[src/hdl/stw_pkg.sv]
// ----------------------------------------------------------------------------
// stw_pkg: shared constants and types for the SIMD twister word generator
// Ring geometry, reset values of the configuration registers, register
// indexes and the structs passed between the generator modules.
// ----------------------------------------------------------------------------
package stw_pkg;

  // Ring geometry.
  localparam int RING_WORDS = 156;
  localparam int BYTE_SHIFT = 1;
  localparam int LANE_W     = 32;
  localparam int WORD_W     = 4 * LANE_W;
  localparam int LANES      = RING_WORDS * 4;
  localparam int ADDR_W     = $clog2(RING_WORDS);
  localparam int PTR_W      = $clog2(LANES + 1);
  // Offset register holds the raw 8-bit register and also RING_WORDS itself.
  localparam int OFF_W      = (ADDR_W + 1 > 8) ? ADDR_W + 1 : 8;

  // Seeding multiplier.
  localparam logic [LANE_W-1:0] SEED_MULT = 32'd1812433253;

  // Request modes.
  localparam logic MODE_NEXT = 1'b0;
  localparam logic MODE_SEED = 1'b1;

  // Configuration port.
  localparam int CFG_IDX_W  = 4;
  localparam int CFG_DATA_W = 32;

  // Reset values of the configuration registers.
  localparam logic [7:0]        PICK_OFFSET_RST      = 8'd70;
  localparam logic [4:0]        LANE_LEFT_SHIFT_RST  = 5'd20;
  localparam logic [4:0]        LAST_LEFT_SHIFT_RST  = 5'd23;
  localparam logic [4:0]        LANE_RIGHT_SHIFT_RST = 5'd7;
  localparam logic [LANE_W-1:0] MASK_LANE0_RST       = 32'hffbfffb7;
  localparam logic [LANE_W-1:0] MASK_LANE1_RST       = 32'hfbffff72;
  localparam logic [LANE_W-1:0] MASK_LANE2_RST       = 32'hfeff5fff;
  localparam logic [LANE_W-1:0] MASK_LANE3_RST       = 32'hffbff7ff;

  // Register indexes on the configuration port.
  typedef enum logic [CFG_IDX_W-1:0] {
    REG_PICK_OFFSET      = 4'd0,
    REG_LANE_LEFT_SHIFT  = 4'd1,
    REG_LAST_LEFT_SHIFT  = 4'd2,
    REG_LANE_RIGHT_SHIFT = 4'd3,
    REG_MASK_LANE0       = 4'd4,
    REG_MASK_LANE1       = 4'd5,
    REG_MASK_LANE2       = 4'd6,
    REG_MASK_LANE3       = 4'd7
  } cfg_reg_t;

  // Configuration register set.
  typedef struct packed {
    logic [7:0]                   pick_offset;
    logic [4:0]                   lane_left_shift;
    logic [4:0]                   last_left_shift;
    logic [4:0]                   lane_right_shift;
    logic [3:0][LANE_W-1:0]       mask_lane;
  } cfg_t;

  // Status of the generator core.
  typedef struct packed {
    logic             seeded;
    logic [PTR_W-1:0] ptr;
  } status_t;

endpackage

[src/hdl/stw_if.sv]


// Configuration write channel.
interface stw_cfg_if;
  logic                          valid;
  logic                          ready;
  logic [stw_pkg::CFG_IDX_W-1:0]  index;
  logic [stw_pkg::CFG_DATA_W-1:0] data;

  modport source (output valid, output index, output data, input ready);
  modport sink   (input valid, input index, input data, output ready);
endinterface

[src/hdl/stw_cfg.sv]
// ----------------------------------------------------------------------------
// stw_cfg: configuration registers
// Shift amounts, ring offset and lane masks, written over the config channel.
// ----------------------------------------------------------------------------
module stw_cfg (
  input  logic           clk,
  input  logic           rst,
  stw_cfg_if.sink        cfg,
  output stw_pkg::cfg_t  regs
);

  // The register file takes a write every cycle.
  assign cfg.ready = 1'b1;

  // Register writes; unknown indexes are dropped.
  always_ff @(posedge clk) begin
    if (rst) begin
      regs.pick_offset      <= stw_pkg::PICK_OFFSET_RST;
      regs.lane_left_shift  <= stw_pkg::LANE_LEFT_SHIFT_RST;
      regs.last_left_shift  <= stw_pkg::LAST_LEFT_SHIFT_RST;
      regs.lane_right_shift <= stw_pkg::LANE_RIGHT_SHIFT_RST;
      regs.mask_lane[0]     <= stw_pkg::MASK_LANE0_RST;
      regs.mask_lane[1]     <= stw_pkg::MASK_LANE1_RST;
      regs.mask_lane[2]     <= stw_pkg::MASK_LANE2_RST;
      regs.mask_lane[3]     <= stw_pkg::MASK_LANE3_RST;
    end else if (cfg.valid && cfg.ready) begin
      case (cfg.index)
        stw_pkg::REG_PICK_OFFSET:      regs.pick_offset      <= cfg.data[7:0];
        stw_pkg::REG_LANE_LEFT_SHIFT:  regs.lane_left_shift  <= cfg.data[4:0];
        stw_pkg::REG_LAST_LEFT_SHIFT:  regs.last_left_shift  <= cfg.data[4:0];
        stw_pkg::REG_LANE_RIGHT_SHIFT: regs.lane_right_shift <= cfg.data[4:0];
        stw_pkg::REG_MASK_LANE0:       regs.mask_lane[0]     <= cfg.data;
        stw_pkg::REG_MASK_LANE1:       regs.mask_lane[1]     <= cfg.data;
        stw_pkg::REG_MASK_LANE2:       regs.mask_lane[2]     <= cfg.data;
        stw_pkg::REG_MASK_LANE3:       regs.mask_lane[3]     <= cfg.data;
        default: ;
      endcase
    end
  end

endmodule

[src/flat_wrapper.sv]
// flat-port wrapper written by rule: the top's interface ports become plain ports
module stw_cfg_flat 
  (clk, rst, regs, cfg_valid, cfg_index, cfg_data, cfg_ready);
  stw_cfg_if cfg_i ();
  input  logic clk;
  input  logic rst;
  output stw_pkg::cfg_t regs;
  input wire logic [$bits(cfg_i.valid)-1:0] cfg_valid;
  input wire logic [$bits(cfg_i.index)-1:0] cfg_index;
  input wire logic [$bits(cfg_i.data)-1:0] cfg_data;
  output wire logic [$bits(cfg_i.ready)-1:0] cfg_ready;
  assign cfg_i.valid = cfg_valid;
  assign cfg_i.index = cfg_index;
  assign cfg_i.data = cfg_data;
  assign cfg_ready = cfg_i.ready;
  stw_cfg u_core (.clk(clk), .rst(rst), .cfg(cfg_i), .regs(regs));
endmodule
[config.mk]
export PLATFORM = sky130hd
export DESIGN_NAME = stw_cfg_flat
export DESIGN_NICKNAME = d
export VERILOG_FILES = /design/src/hdl/stw_pkg.sv /design/src/hdl/stw_if.sv /design/src/hdl/stw_cfg.sv /design/src/flat_wrapper.sv
export SDC_FILE = /design/constraint.sdc
export NUM_CORES = 1
export LEC_CHECK = 0
export BUFFER_PORTS_ARGS = -buffer_cell sky130_fd_sc_hd__buf_4
export CORE_MARGIN = 3
export CORE_UTILIZATION = 42
export DETAILED_ROUTE_END_ITERATION = 10
export HOLD_SLACK_MARGIN = 0.03
export PLACE_DENSITY = 0.77
export SLEW_MARGIN = 5
export SYNTH_ARGS = -nofsm -noshare
export SYNTH_HDL_FRONTEND = slang
export SYNTH_SLANG_ARGS = --single-unit
[constraint.sdc]
create_clock -name clk -period 3 [get_ports clk]
set_clock_uncertainty 0.1 [all_clocks]
set_input_delay 0.6 -clock clk [delete_from_list [all_inputs] [get_ports clk]]
set_output_delay 0.6 -clock clk [all_outputs]
set_load 0.01 [all_outputs]
==> summary by stage, run 1 <==
Run status
The flow ran to the end, and the final reports show no timing, DRC or antenna violations.

Cells and area
The final net count is slightly below 800. The diode insertion count for antenna repair is 0. The proportion of layout cells with a drive suffix above 1 is 0.3142. The area overhead of the layout relative to synthesis is 38.61%. The register with the most flip-flops in the layout has between 150 and 200 of them. The final non-filler cell total is approximately 900. The largest registers in the layout are u_core.regs (151). Counting flops per register, the top entry is u_core.regs. The layout has roughly 1100 filler cells.

Global route
The global routing met2 resource utilization is 0.3432. The global-route wire length before repair is roughly 23000 um. The via count of the first global-routing pass came to approximately 4500.

The global routing's busiest layer is met2. The global routing usage summed across all routing layers is 0.1997. For this run, global-route usage on met1 was measured as 0.2304. Entering global routing, the biggest net connects between 70 and 80 pins. For this run, global-route usage on met3 was measured as 0.06825.

The total grt overflow is 0. The number of antenna violations at the first check in global routing was 0.

Pwr
The switching share of power is 0.2111. The static leakage is ~0.0035 uW. Dividing total power by cell area gives a power density of between 500 and 600 nW/um^2. The fraction of power consumed by sequential logic is 0.455. Cell internal power was estimated by the tool at 3549 uW. The total net switching power is 949.5 uW.

The fraction of power consumed by the clock network is 0.487. VDD sags by at most 0.0004079 V. The share of total power dissipated in combinational logic is 0.058.

Route
In the routed layout, each cell is associated on average with a via count of roughly 4.9. The detailed-route wire length per cell is about 16 um. The first detailed-routing pass ran for 6 iterations. The detailed-route via count is roughly 4500. In the routed design, unresolved DRC markers number 0. The detail route stage leaves a number of antenna-violating nets equal to 0.

The aggregate routed wire length is around 15000 um. The initial DRC count is 256.

Clock tree
The clock drives ~150 sinks. The deepest level of the CTS H-tree is 4. In this run the post-CTS setup repair buffer count came out at 0. The number of buffers created by CTS is 17. Clock-pin slew was measured on the worst setup and hold paths at around 0.06 ns. The TritonCTS clock tree is built. The count of hold buffers inserted by post-cts repair is 0. The latest clock arrival within the worst-skew pair is ~0.42 ns. The root buffer cell chosen for the clock tree is clkbuf_16.

The number of instances resized during post-cts repair is 0. The clock passes through at most 2 buffers.

Worst setup path
The critical path ends at u_core.regs[12]$_SDFFE_PP1P_. In this run the worst path has a maximum fanout of 32. The worst setup path is captured at a flip-flop. The slowest stage of the critical path belongs to the cell or3_2. The count of cells along the worst register-to-register path is 2. The worst register-to-register path ends at u_core.regs[141]$_SDFFE_PP0P_. For the worst setup path, the data arrival time is 2.11 ns.

The total stage count of the critical path is 4. The type of the worst setup path is in -> reg. The kind of cell adding the most delay to the critical path is simple AND/OR/NAND/NOR gates. At the worst endpoint, the required time is 3.16 ns.

The startpoint identified for the worst register-to-register timing path is u_core.regs[141]$_SDFFE_PP0P_. Traced cell by cell, the critical path runs through buf_4, nand3b_1, or3_2, mux2i_1. The worst setup path is launched from a primary input.

The biggest cell delay along the critical path is roughly 0.9 ns. The register-to-register setup slack is about 2.2 ns. The most critical setup path has its startpoint at cfg_index[1].

Counting both buffers and inverters, the worst setup path holds a total of 1.

STA
For the pin with the worst max-slew slack, the measured transition is just over 1 ns. Setup violations remaining at the end of the flow were counted as 0. In the finished design, the share of the clock period the worst path needs comes to 0.6492. The number of endpoints with negative hold slack in the final report is 0.

The final worst hold slack is around 0.36 ns. The final count of pins violating max slew is 0. Adding up every negative setup slack in the final design gives 0 ns. The worst max-slew margin expressed relative to the limit is 0.3101. Setup repair after global routing left no endpoint under its margin. The post-layout minimum cycle time is between 1.5 and 2 ns. The maximum clock frequency is slightly above 0.5 GHz.

Place
The detailed-placement wirelength estimate is ~11000 um. The quantity of I/O buffers inserted on ports is approximately 190. The instance count after placement with tap cells included is approximately 900. At the end of routability-driven placement, the weighted congestion stood at between 0.8 and 0.9.

Hold path
The path class of the tightest hold or removal check is in -> reg.

Floorplan
Row generation in the floorplan step produced 41 rows. The core region area is approximately 13000 sq um. The width of the die is 121.9 um. The count of boundary I/O pins is about 190. The die boundary height is approximately 120 um. The floorplan step defined a die boundary enclosing about 15000 sq um.

The initial cell density of the core is 0.4384.

Logic synthesis
The flop and latch count out of synthesis is 151. After technology mapping, the gate count stands at approximately 560. The post-synthesis instance area is ~5600 sq um. The synthesis warning total is 0. The share of the Yosys chip area taken by registers is 0.5355. When the netlist entered floorplanning its net count stood at around 600. The mean cell area of the mapped netlist is 10.14 sq um.

The count of unique library cells instantiated by Yosys is 23.

Flow run
The tool flagged a number of max-cap violations equal to 0.
[how the worst min path moves through the flow]
stage / startpoint / endpoint / slack (ns) / depth (start not counted)
3_5_place_dp: u_core.regs[58]$_SDFFE_PP0P_ / u_core.regs[58]$_SDFFE_PP0P_ / 0.37 / 2
4_1_cts: cfg_data[13] / u_core.regs[77]$_SDFFE_PP0P_ / 0.34 / 3
3_3_place_gp: u_core.regs[79]$_SDFFE_PP0P_ / u_core.regs[79]$_SDFFE_PP0P_ / 0.36 / 2
2_1_floorplan: u_core.regs[131]$_SDFFE_PP0P_ / u_core.regs[131]$_SDFFE_PP0P_ / 0.39 / 2
6_report: cfg_data[24] / u_core.regs[88]$_SDFFE_PP0P_ / 0.36 / 3
5_1_grt: cfg_data[13] / u_core.regs[77]$_SDFFE_PP0P_ / 0.36 / 3
[through the flow]
stage / area, sq um / setup WS (ns) / utilization / total power (uW)
3_5_place_dp: 7222 / 0.6422 / 0.5609 / 2351
2_1_floorplan: 5645 / 1.242 / - / 2225
4_1_cts: 7825 / 1.093 / 0.6077 / 4538
6_report: 7825 / 1.053 / 0.6077 / 4499
3_3_place_gp: 7222 / 0.6769 / 0.5609 / 2344
5_1_grt: 7825 / 1.015 / 0.6077 / 4652
[power groups by stage]
stage	sequential, uW	combinational [uW]	clock (uW)
finish	2050	259	2190
global route	2050	282	2320
CTS	2050	260	2230
detailed placement	2090	259	0
global placement	2090	253	0
floorplan	2100	124	0
[cell type report]
| cell class | count | area [sq um] | share of cell area |
|---|---|---|---|
| clock buffer | 21 | 450.4 | 0.05756 |
| clock inverter | 10 | 152.6 | 0.01951 |
| inverter | 1 | 3.754 | 0.0004797 |
| multi-input combinational | 368 | 2454 | 0.3136 |
| sequential | 151 | 3023 | 0.3863 |
| tap | 172 | 215.2 | 0.02750 |
| timing repair buffer | 200 | 1526 | 0.1951 |
[worst reg2reg max path, stage by stage, from the launching register on]
cell	delay, ns
dfxtp_1	0.36
o21ai_0	0.10
a21oi_1	0.19
[per-layer routing]
layer | part of all wire | wire, um
met3 | 0.074 | 1101
met5 | 0 | 0
met4 | 0.017 | 256
met1 | 0.40 | 6014
met2 | 0.51 | 7577
[layout by cell type (no fill, tap or decap), drive strengths merged]
| cell | synthesis | routed |
|---|---|---|
| dfxtp | 151 | 151 |
| clkinv | 0 | 5 |
| buf | 14 | 200 |
| nand2 | 3 | 3 |
| or4 | 1 | 1 |
| nor3 | 2 | 2 |
| nand3 | 5 | 5 |
| mux2i | 146 | 146 |
| or3 | 2 | 2 |
| bufinv | 0 | 4 |
| clkbuf | 23 | 21 |
| nand2b | 32 | 32 |
| nor2b | 1 | 1 |
| a21oi | 5 | 5 |
| or3b | 1 | 1 |
| clkinvlp | 0 | 1 |
| nand3b | 1 | 1 |
| inv | 1 | 1 |
| o21ai | 4 | 4 |
| nor2 | 162 | 162 |
| conb | 1 | 1 |
| o31ai | 1 | 1 |
| nor3b | 1 | 1 |
[Yosys cell counts, drive strengths merged]
master / number / area share
or4: 1 / 0.0013
buf: 14 / 0.017
nand2: 3 / 0.0024
dfxtp: 151 / 0.54
mux2i: 146 / 0.26
conb: 1 / 0.00066
nor2b: 1 / 0.0011
nand3b: 1 / 0.0013
nand2b: 32 / 0.035
o31ai: 1 / 0.0013
or3b: 1 / 0.0016
o21ai: 4 / 0.0035
or3: 2 / 0.0022
nor3b: 1 / 0.0013
inv: 1 / 0.00066
clkbuf: 23 / 0.015
a21oi: 5 / 0.0044
nor3: 2 / 0.0035
nor2: 162 / 0.11
nand3: 5 / 0.0044
[cells by family after synthesis]
| group | synth area share |
|---|---|
| buffers and inverters | 0.03280 |
| DFF | 0.5355 |
| muxes | 0.2589 |
| other | 0.0006643 |
| and+or+nand+nor | 0.1629 |
| AOI/OAI and AO/OA | 0.009308 |
Power figures use the tool's default switching activity.
==> inputs of run 2 (changes only) <==
ABC_AREA = 1   (was default)
PLACE_DENSITY = 0.8   (was 0.77)
clock period = 1.66 ns   (was 3 ns; I/O delays follow)
==> run 2 against run 1 <==
Net effect:
- synthesized area down 3.2%
- critical endpoint is now regs[33]
- die area down 3.0%
- via count up 17%
- sequential share of layout area up 0.51 points
- hold slack worse by 0.31 ns
- final area down 1.3%
- non-clock buffer count up 7
- combinational power up 130%
- synthesized cell count up 31%
- register-to-register slack worse by 1.3 ns
- setup slack worse by 0.74 ns
- critical path type is now reg -> out
- core utilization up 0.18 points
==> summary by stage, run 2 <==
Cells and area
The final net count is 948 (+22%). The commonest non-fill, non-tap cell in the layout is nand2_1. The proportion of layout cells with a drive suffix above 1 was 0.2663 (-0.04794). The area overhead of the layout relative to synthesis is 41.29%. The top cell types in the final layout, fill and taps aside, are nand2_1 (306), buf_4 (199), dfxtp_1 (151), nand3_1 (136), nor2_1 (53).

Counting flops per register, the top entry is u_core.regs. In the final layout, the registers with the most flip-flops are u_core.regs (151). The number of flip-flops in the largest register is 151 (unchanged). The diode insertion count for antenna repair is 0 (unchanged).

Global route
The number of antenna violations at the first check in global routing came to 0 (unchanged). The global-route wire length before repair is 25000 um (+8.7%). The global routing usage summed across all routing layers is 0.2202 (+0.02047). The total grt overflow is 0 (unchanged). The via count of the first global-routing pass was 4800 (+6.5%). The pin count of the biggest net entering global routing came to 43 (-46%).

Floorplan
The placement row count is 41 (unchanged). The width of the die is 120.1 um (-1.5%). The core region area is 12670 sq um (-1.6%). The count of boundary I/O pins is 191 (unchanged).

The full die area was 14420 sq um (-3.0%). The die boundary height came to 120.1 um (-1.5%). The initial cell density of the core came to 0.4314 (-0.007020).

Clock tree
Clock tree synthesis selected as its root buffer the cell clkbuf_16. The total clock sinks is 151 (unchanged). The number of buffers created by CTS is 17 (unchanged). The setup fix buffers added after clock tree synthesis was 0 (unchanged). The deepest level of the CTS H-tree is 4 (unchanged). The maximum buffer depth of the clock tree is 2 (unchanged).

The latest clock arrival within the worst-skew pair is 0.41 ns (about the same). The TritonCTS clock tree is built. The number of instances resized during post-cts repair came to 0 (unchanged). The clock transition at the register clock pins on the worst setup and hold paths after CTS was 0.06 ns (about the same).

The count of hold buffers inserted by post-cts repair is 0 (unchanged).

Route
The detailed-route wire length per cell was 14.44 um (-11%). The aggregate routed wire length is 15770 um (+5.5%). The initial DRC count is 404 (+58%). The number of nets still failing antenna checks after routing is 0 (unchanged). The post-detailed-route via-to-cell ratio is 4.863 (-0.83%).

The number of remaining DRC errors is 0 (unchanged). The detailed-routing iteration count for the pre-antenna-repair pass is 5 (-1). The detailed-route via count is 5310 (+17%).

Logic synthesis
The share of synthesized area occupied by flip-flops and latches is 0.5530 (+0.01753). Ranked by total cell area, the synthesized netlist is headed by dfxtp_1 (55%), nand2_1 (21%), nand3_1 (12%). The post-synthesis instance area came to 5466 sq um (-3.2%). The area share of the largest cell type after synthesis is 0.5530 (+0.01753). Counting instances in the post-synthesis netlist gives the leading cell types as nand2_1 (306), dfxtp_1 (151), nand3_1 (136).

The number of instances in the synthesized netlist was 728 (+31%). The flop and latch count out of synthesis came to 151 (unchanged). The count of flip-flops with a built-in enable after synthesis was 0 (unchanged). The mean cell area of the mapped netlist was 7.509 sq um (-26%).

The largest total area in the synthesized netlist belongs to dfxtp_1. Yosys instantiated no cell more often than nand2_1. The net count after synthesis is 767 (+29%). In the synthesized netlist the dominant register cell turns out to be dfxtp_1. The share of synthesized flip-flops with an asynchronous set or reset is 0 (unchanged).

The synthesis warning total came to 0 (unchanged). The count of unique library cells instantiated by Yosys came to 16 (-30%).

Pwr
The relative contribution of combinational cells to total power came to 0.071 (+0.013). The fraction of power consumed by the clock network is 0.478 (-0.009). The fraction of power consumed by sequential logic is 0.451 (-0.004). The largest voltage drop on the vdd net is 0.0006121 V (+50%).

The total net switching power came to 1800 uW (+90%). The switching share of power is 0.2164 (+0.005284). The static leakage is 0.003908 uW (+11%). The total power density per cell area is 1077 nW/um^2 (+87%). The cell-internal power is 6518 uW (+84%). The overall power of the completed layout is 8318 uW (+85%).

Place
The routability congestion estimate is 0.8128 (-3.0%). The detailed-placement wirelength estimate is 10550 um (-0.99%). The quantity of I/O buffers inserted on ports was 189 (unchanged).

STA
The final count of negative-setup-slack endpoints came to 0 (unchanged). Dividing the final minimum period by the clock period gives 0.8126. The final count of pins violating max slew is 0 (unchanged). Static timing analysis puts the maximum clock frequency at 0.7414 GHz.

The number of endpoints with negative hold slack in the final report was 0 (unchanged). The final-layout setup total negative slack was 0 ns (unchanged). The smallest clock period supported by the final layout is computed as approximately 1.3 ns. Setup repair after global routing left no endpoint under its margin.

Worst setup path
The worst setup path is of the reg -> out kind. STA classifies the critical path endpoint as a primary output. The worst-path maximum fanout was 2 (-94%). The largest individual stage delay along the critical path comes from the cell dfxtp_1. The launching element type of the critical path is a flip-flop. The arrival time of data at the critical path endpoint is 0.92 ns (-1.19 ns). The data required time at the worst endpoint is 1.23 ns (-1.93 ns).

The kind of cell adding the most delay to the critical path is flip-flops. The number of buffers and inverters on the critical path is 1 (unchanged). The biggest cell delay along the critical path is 0.36 ns (-0.54 ns).

Traced cell by cell, the critical path runs through buf_4.

Flow run
The total of max-cap violations is 0 (unchanged).

Run status
The run finished with clean final reports.

Hold path
The tightest min-delay check is of the in -> reg type.
-- run 2: final timing paths --
| kind | from | end | slack (ns) | depth (start not counted) |
|---|---|---|---|---|
| setup / recovery | u_core.regs[33]$_SDFFE_PP1P_ | regs[33] | 0.31 | 1 |
| setup reg to reg | u_core.regs[146]$_SDFFE_PP0P_ | u_core.regs[146]$_SDFFE_PP0P_ | 0.93 | 4 |
| hold / removal | cfg_data[8] | u_core.regs[40]$_SDFFE_PP1P_ | 0.05 | 3 |
| hold reg to reg | u_core.regs[24]$_SDFFE_PP1P_ | u_core.regs[24]$_SDFFE_PP1P_ | 0.35 | 2 |
-- run 2: area by class of cell --
type | count | area [sq um]
clock inverter | 10 | 152.6
tap | 172 | 215.2
timing repair buffer | 207 | 1654
fill | 1121 | 4947
clock buffer | 20 | 456.7
sequential | 151 | 3023
inverter | 29 | 111.4
multi-input combinational | 503 | 2111
-- run 2: kinds of logic (layout without fill, tap and decap cells) --
family / count (synthesis) / after routing / share of synthesized area
and+or+nand+nor: 502 / 502 / 0.3854
other: 1 / 1 / 0.0006860
DFF: 151 / 151 / 0.5530
buffers and inverters: 74 / 266 / 0.06088
-- run 2: layer usage --
layer  vias up  share of wire  track usage  wire [um]
met3        22          0.084      0.06833       1329
met2       195           0.46       0.3425       7227
met5         -              0            0          0
met1      2462           0.44       0.2838       6921
met4         0          0.018      0.09162        288
li1       2631              -            -          -
-- run 2: metrics by stage --
stage	utilization	cells	hold slack [ns]	setup slack (ns)	instance area, sq um
floorplan	-	728	0.3452	0.3750	5466
global placement	0.5615	1062	0.3386	0.2122	7114
global route	0.6096	1092	0.04785	0.2651	7724
CTS	0.6096	1092	0.03237	0.2938	7724
finish	0.6096	1092	0.05091	0.3112	7724
detailed placement	0.5615	1062	0.3438	0.1816	7114
-- run 2: power by group through the flow --
stage | registers [uW] | logic, uW | clock network (uW)
final | 3750 | 587 | 3980
after global routing | 3760 | 646 | 4210
after CTS | 3750 | 590 | 4040
after detailed placement | 3830 | 588 | 0
after global placement | 3830 | 582 | 0
after floorplan | 3860 | 230 | 0
==> inputs of run 3 (changes only) <==
clock period = 1.24 ns   (was 1.66 ns; I/O delays follow)
==> run 3 against run 2 <==
Net effect:
- total power is 35% higher
- clock power is 31% higher
- non-clock buffer count up 55
- final cell count up 5.1%
- hold slack improved by 0.10 ns
- sequential share of layout area fell by 3.2 points
- critical endpoint is now regs[117]
- largest power group unchanged
==> summary by stage, run 3 (synthesized netlist as in run 2, its figures left out) <==
Place
The cell area after placement is 7207 sq um (+1.3%). The quantity of I/O buffers inserted on ports is 189 (unchanged). The detailed-placement wirelength estimate is 11240 um (+6.6%). The instance count after placement with tap cells included is 1076 (+1.3%).

The routability congestion estimate came to 0.8171 (+0.53%).

Hold path
In this run the worst hold path is classified as in -> reg. The source of the worst hold timing path is cfg_index[2]. The path with the worst hold slack has its endpoint at u_core.regs[134]$_SDFFE_PP1P_. The cell depth of the worst hold path is 5 (+2).

STA
The maximum clock frequency is 0.8134 GHz. The worst path in the final design needs a cycle of roughly 1.2 ns, including I/O delays and setup. The final count of pins violating max slew is 0 (unchanged).

The final cycle utilization of the critical path is 0.9914. The final-layout setup total negative slack is 0 ns (unchanged). Setup repair after global routing could not meet its margin everywhere. The number of endpoints with negative hold slack in the final report is 0 (unchanged). The final count of negative-setup-slack endpoints came to 0 (unchanged). The final worst hold slack is 0.1532 ns (+0.1023 ns).

Pwr
The fraction of power consumed by sequential logic is 0.450 (about the same). The cell-internal power came to 8767 uW (+34%). The relative contribution of combinational cells to total power is 0.087 (+0.016). The static leakage was 0.004332 uW (+11%). The largest voltage drop on the vdd net was 0.0006420 V (+4.9%).

The switching share of power is 0.2208 (+0.004462). The fraction of power consumed by the clock network is 0.462 (-0.016). The total power density per cell area is 1259 nW/um^2 (+17%). The total net switching power is 2484 uW (+38%).

Global route
The via count of the first global-routing pass is 5193 (+8.2%). The number of antenna violations at the first check in global routing is 0 (unchanged). The global-route wire length before repair is 26660 um (+6.7%). The total grt overflow came to 0 (unchanged). The pin count of the biggest net entering global routing is 55 (+28%). The global routing usage summed across all routing layers is 0.2323 (+0.01211).

Cells and area
The number of flip-flops in the largest register is 151 (unchanged). The largest registers in the layout are u_core.regs (151). The register with the highest flop count is u_core.regs. The cell area after layout is 8934 sq um (+16%). The number of fill cells is 884 (-21%). Leaving out fill and tap cells, the most frequent cell in the layout is nand2_1. The area overhead of the layout relative to synthesis is 63.42%.

The diode insertion count for antenna repair is 0 (unchanged). The proportion of layout cells with a drive suffix above 1 is 0.4293 (+0.1630). In the layout the commonest cells are nand2_1 (306), dfxtp_2 (151), buf_6 (147), nand3_1 (136), buf_4 (76).

The final net count is 1003 (+5.8%). The final non-filler cell total was 1148 (+5.1%). The share of the core filled with cells is 0.7050 (+0.09549).

Clock tree
The total clock sinks came to 151 (unchanged). The number of buffers created by CTS was 17 (unchanged). The TritonCTS clock tree is built. The latest clock arrival within the worst-skew pair was 0.42 ns (about the same). The maximum buffer depth of the clock tree was 2 (unchanged).

The deepest level of the CTS H-tree is 4 (unchanged). The clock transition at the register clock pins on the worst setup and hold paths after CTS was 0.06 ns (about the same). The clock root buffer master is clkbuf_16.

Route
The number of remaining DRC errors was 0 (unchanged). The initial DRC count was 512 (+27%). The met2 wire length was 9291 um (+29%).

The top layer reached by signal wires is met4. The number of nets still failing antenna checks after routing is 0 (unchanged). The detailed-route via count is 5688 (+7.1%). The length of routed met3 wiring is 1550 um (+17%). The wire length on met1 was 7100 um (+2.6%). The detailed-routing iteration count for the pre-antenna-repair pass was 5 (unchanged). The detailed-route wire length per cell was 15.83 um (+9.7%). The aggregate routed wire length came to 18180 um (+15%). The post-detailed-route via-to-cell ratio is 4.955 (+1.9%).

Worst setup path
The biggest cell delay along the critical path is 0.36 ns (about the same). The count of cells along the worst register-to-register path is 5 (+1). The kind of cell adding the most delay to the critical path is flip-flops. The arrival time of data at the critical path endpoint came to 0.88 ns (-0.04 ns). Walking the worst path, the cells encountered are buf_6. The launch instance of the worst register-to-register path is u_core.regs[131]$_SDFFE_PP0P_. The critical path endpoint category is a primary output. The launching element type of the critical path is a flip-flop. The register-to-register setup slack came to 0.38 ns (-0.55 ns). The data required time at the worst endpoint is 0.89 ns (-0.34 ns). The worst register-to-register path ends at u_core.regs[131]$_SDFFE_PP0P_.

The total stage count of the critical path is 1 (unchanged). The number of buffers and inverters on the critical path is 1 (unchanged). The worst-path maximum fanout is 2 (unchanged).

The cell with the largest stage delay on the worst path is dfxtp_2. The type of the worst setup path is reg -> out.

Run status
The run finished with clean final reports.

Floorplan
The full die area is 14420 sq um (unchanged). The initial cell density of the core is 0.4314 (unchanged). The width of the die is 120.1 um (unchanged).

The core region area is 12670 sq um (unchanged). The count of boundary I/O pins is 191 (unchanged). The placement row count came to 41 (unchanged).

The die boundary height is 120.1 um (unchanged).

Flow run
The total of max-cap violations was 0 (unchanged).
run 3: power by group through the flow:
stage	Combinational (uW)	Sequential (uW)	Clock [uW]
after floorplan	308	5170	0
after global placement	797	5130	0
after detailed placement	807	5130	0
after CTS	903	5040	5280
after global routing	1060	5080	5480
final	981	5070	5200
run 3: how the worst max path moves through the flow:
stage                                   from                            to  slack [ns]
2_1_floorplan                   cfg_index[1]  u_core.regs[42]$_SDFFE_PP1P_        0.04
3_3_place_gp                    cfg_index[3]  u_core.regs[22]$_SDFFE_PP0P_       -0.09
3_5_place_dp                    cfg_index[3]  u_core.regs[22]$_SDFFE_PP0P_       -0.11
4_1_cts         u_core.regs[39]$_SDFFE_PP0P_                      regs[39]     0.00006
5_1_grt        u_core.regs[109]$_SDFFE_PP1P_                     regs[109]       -0.02
6_report       u_core.regs[117]$_SDFFE_PP1P_                     regs[117]        0.01
run 3: stage by stage:
step	worst slack (ns)	total power [uW]
2_1_floorplan	0.03898	5479
3_3_place_gp	-0.08663	5925
3_5_place_dp	-0.1084	5936
4_1_cts	0.00005979	11220
5_1_grt	-0.02284	11620
6_report	0.01062	11250
run 3: timing repair:
item	4_1_cts	5_1_grt
hold buffers	32	0
hold endpoints to repair	113	0
setup buffers	2	7
setup endpoints to repair	92	134
resized for setup	117	181
run 3: cell type report:
type                       instances  area (sq um)  area share
multi-input combinational        503          2111      0.2363
tap                              172         215.2     0.02409
clock inverter                     9         123.9     0.01387
inverter                          29         111.4     0.01247
clock buffer                      22         474.2     0.05308
timing repair buffer             262          2686      0.3007
sequential                       151          3212      0.3595
run 3: layer usage:
layer	vias up	GRT usage
li1	2751	-
met1	2676	0.2874
met2	237	0.3846
met3	24	0.08153
met4	0	0.06299
met5	-	0
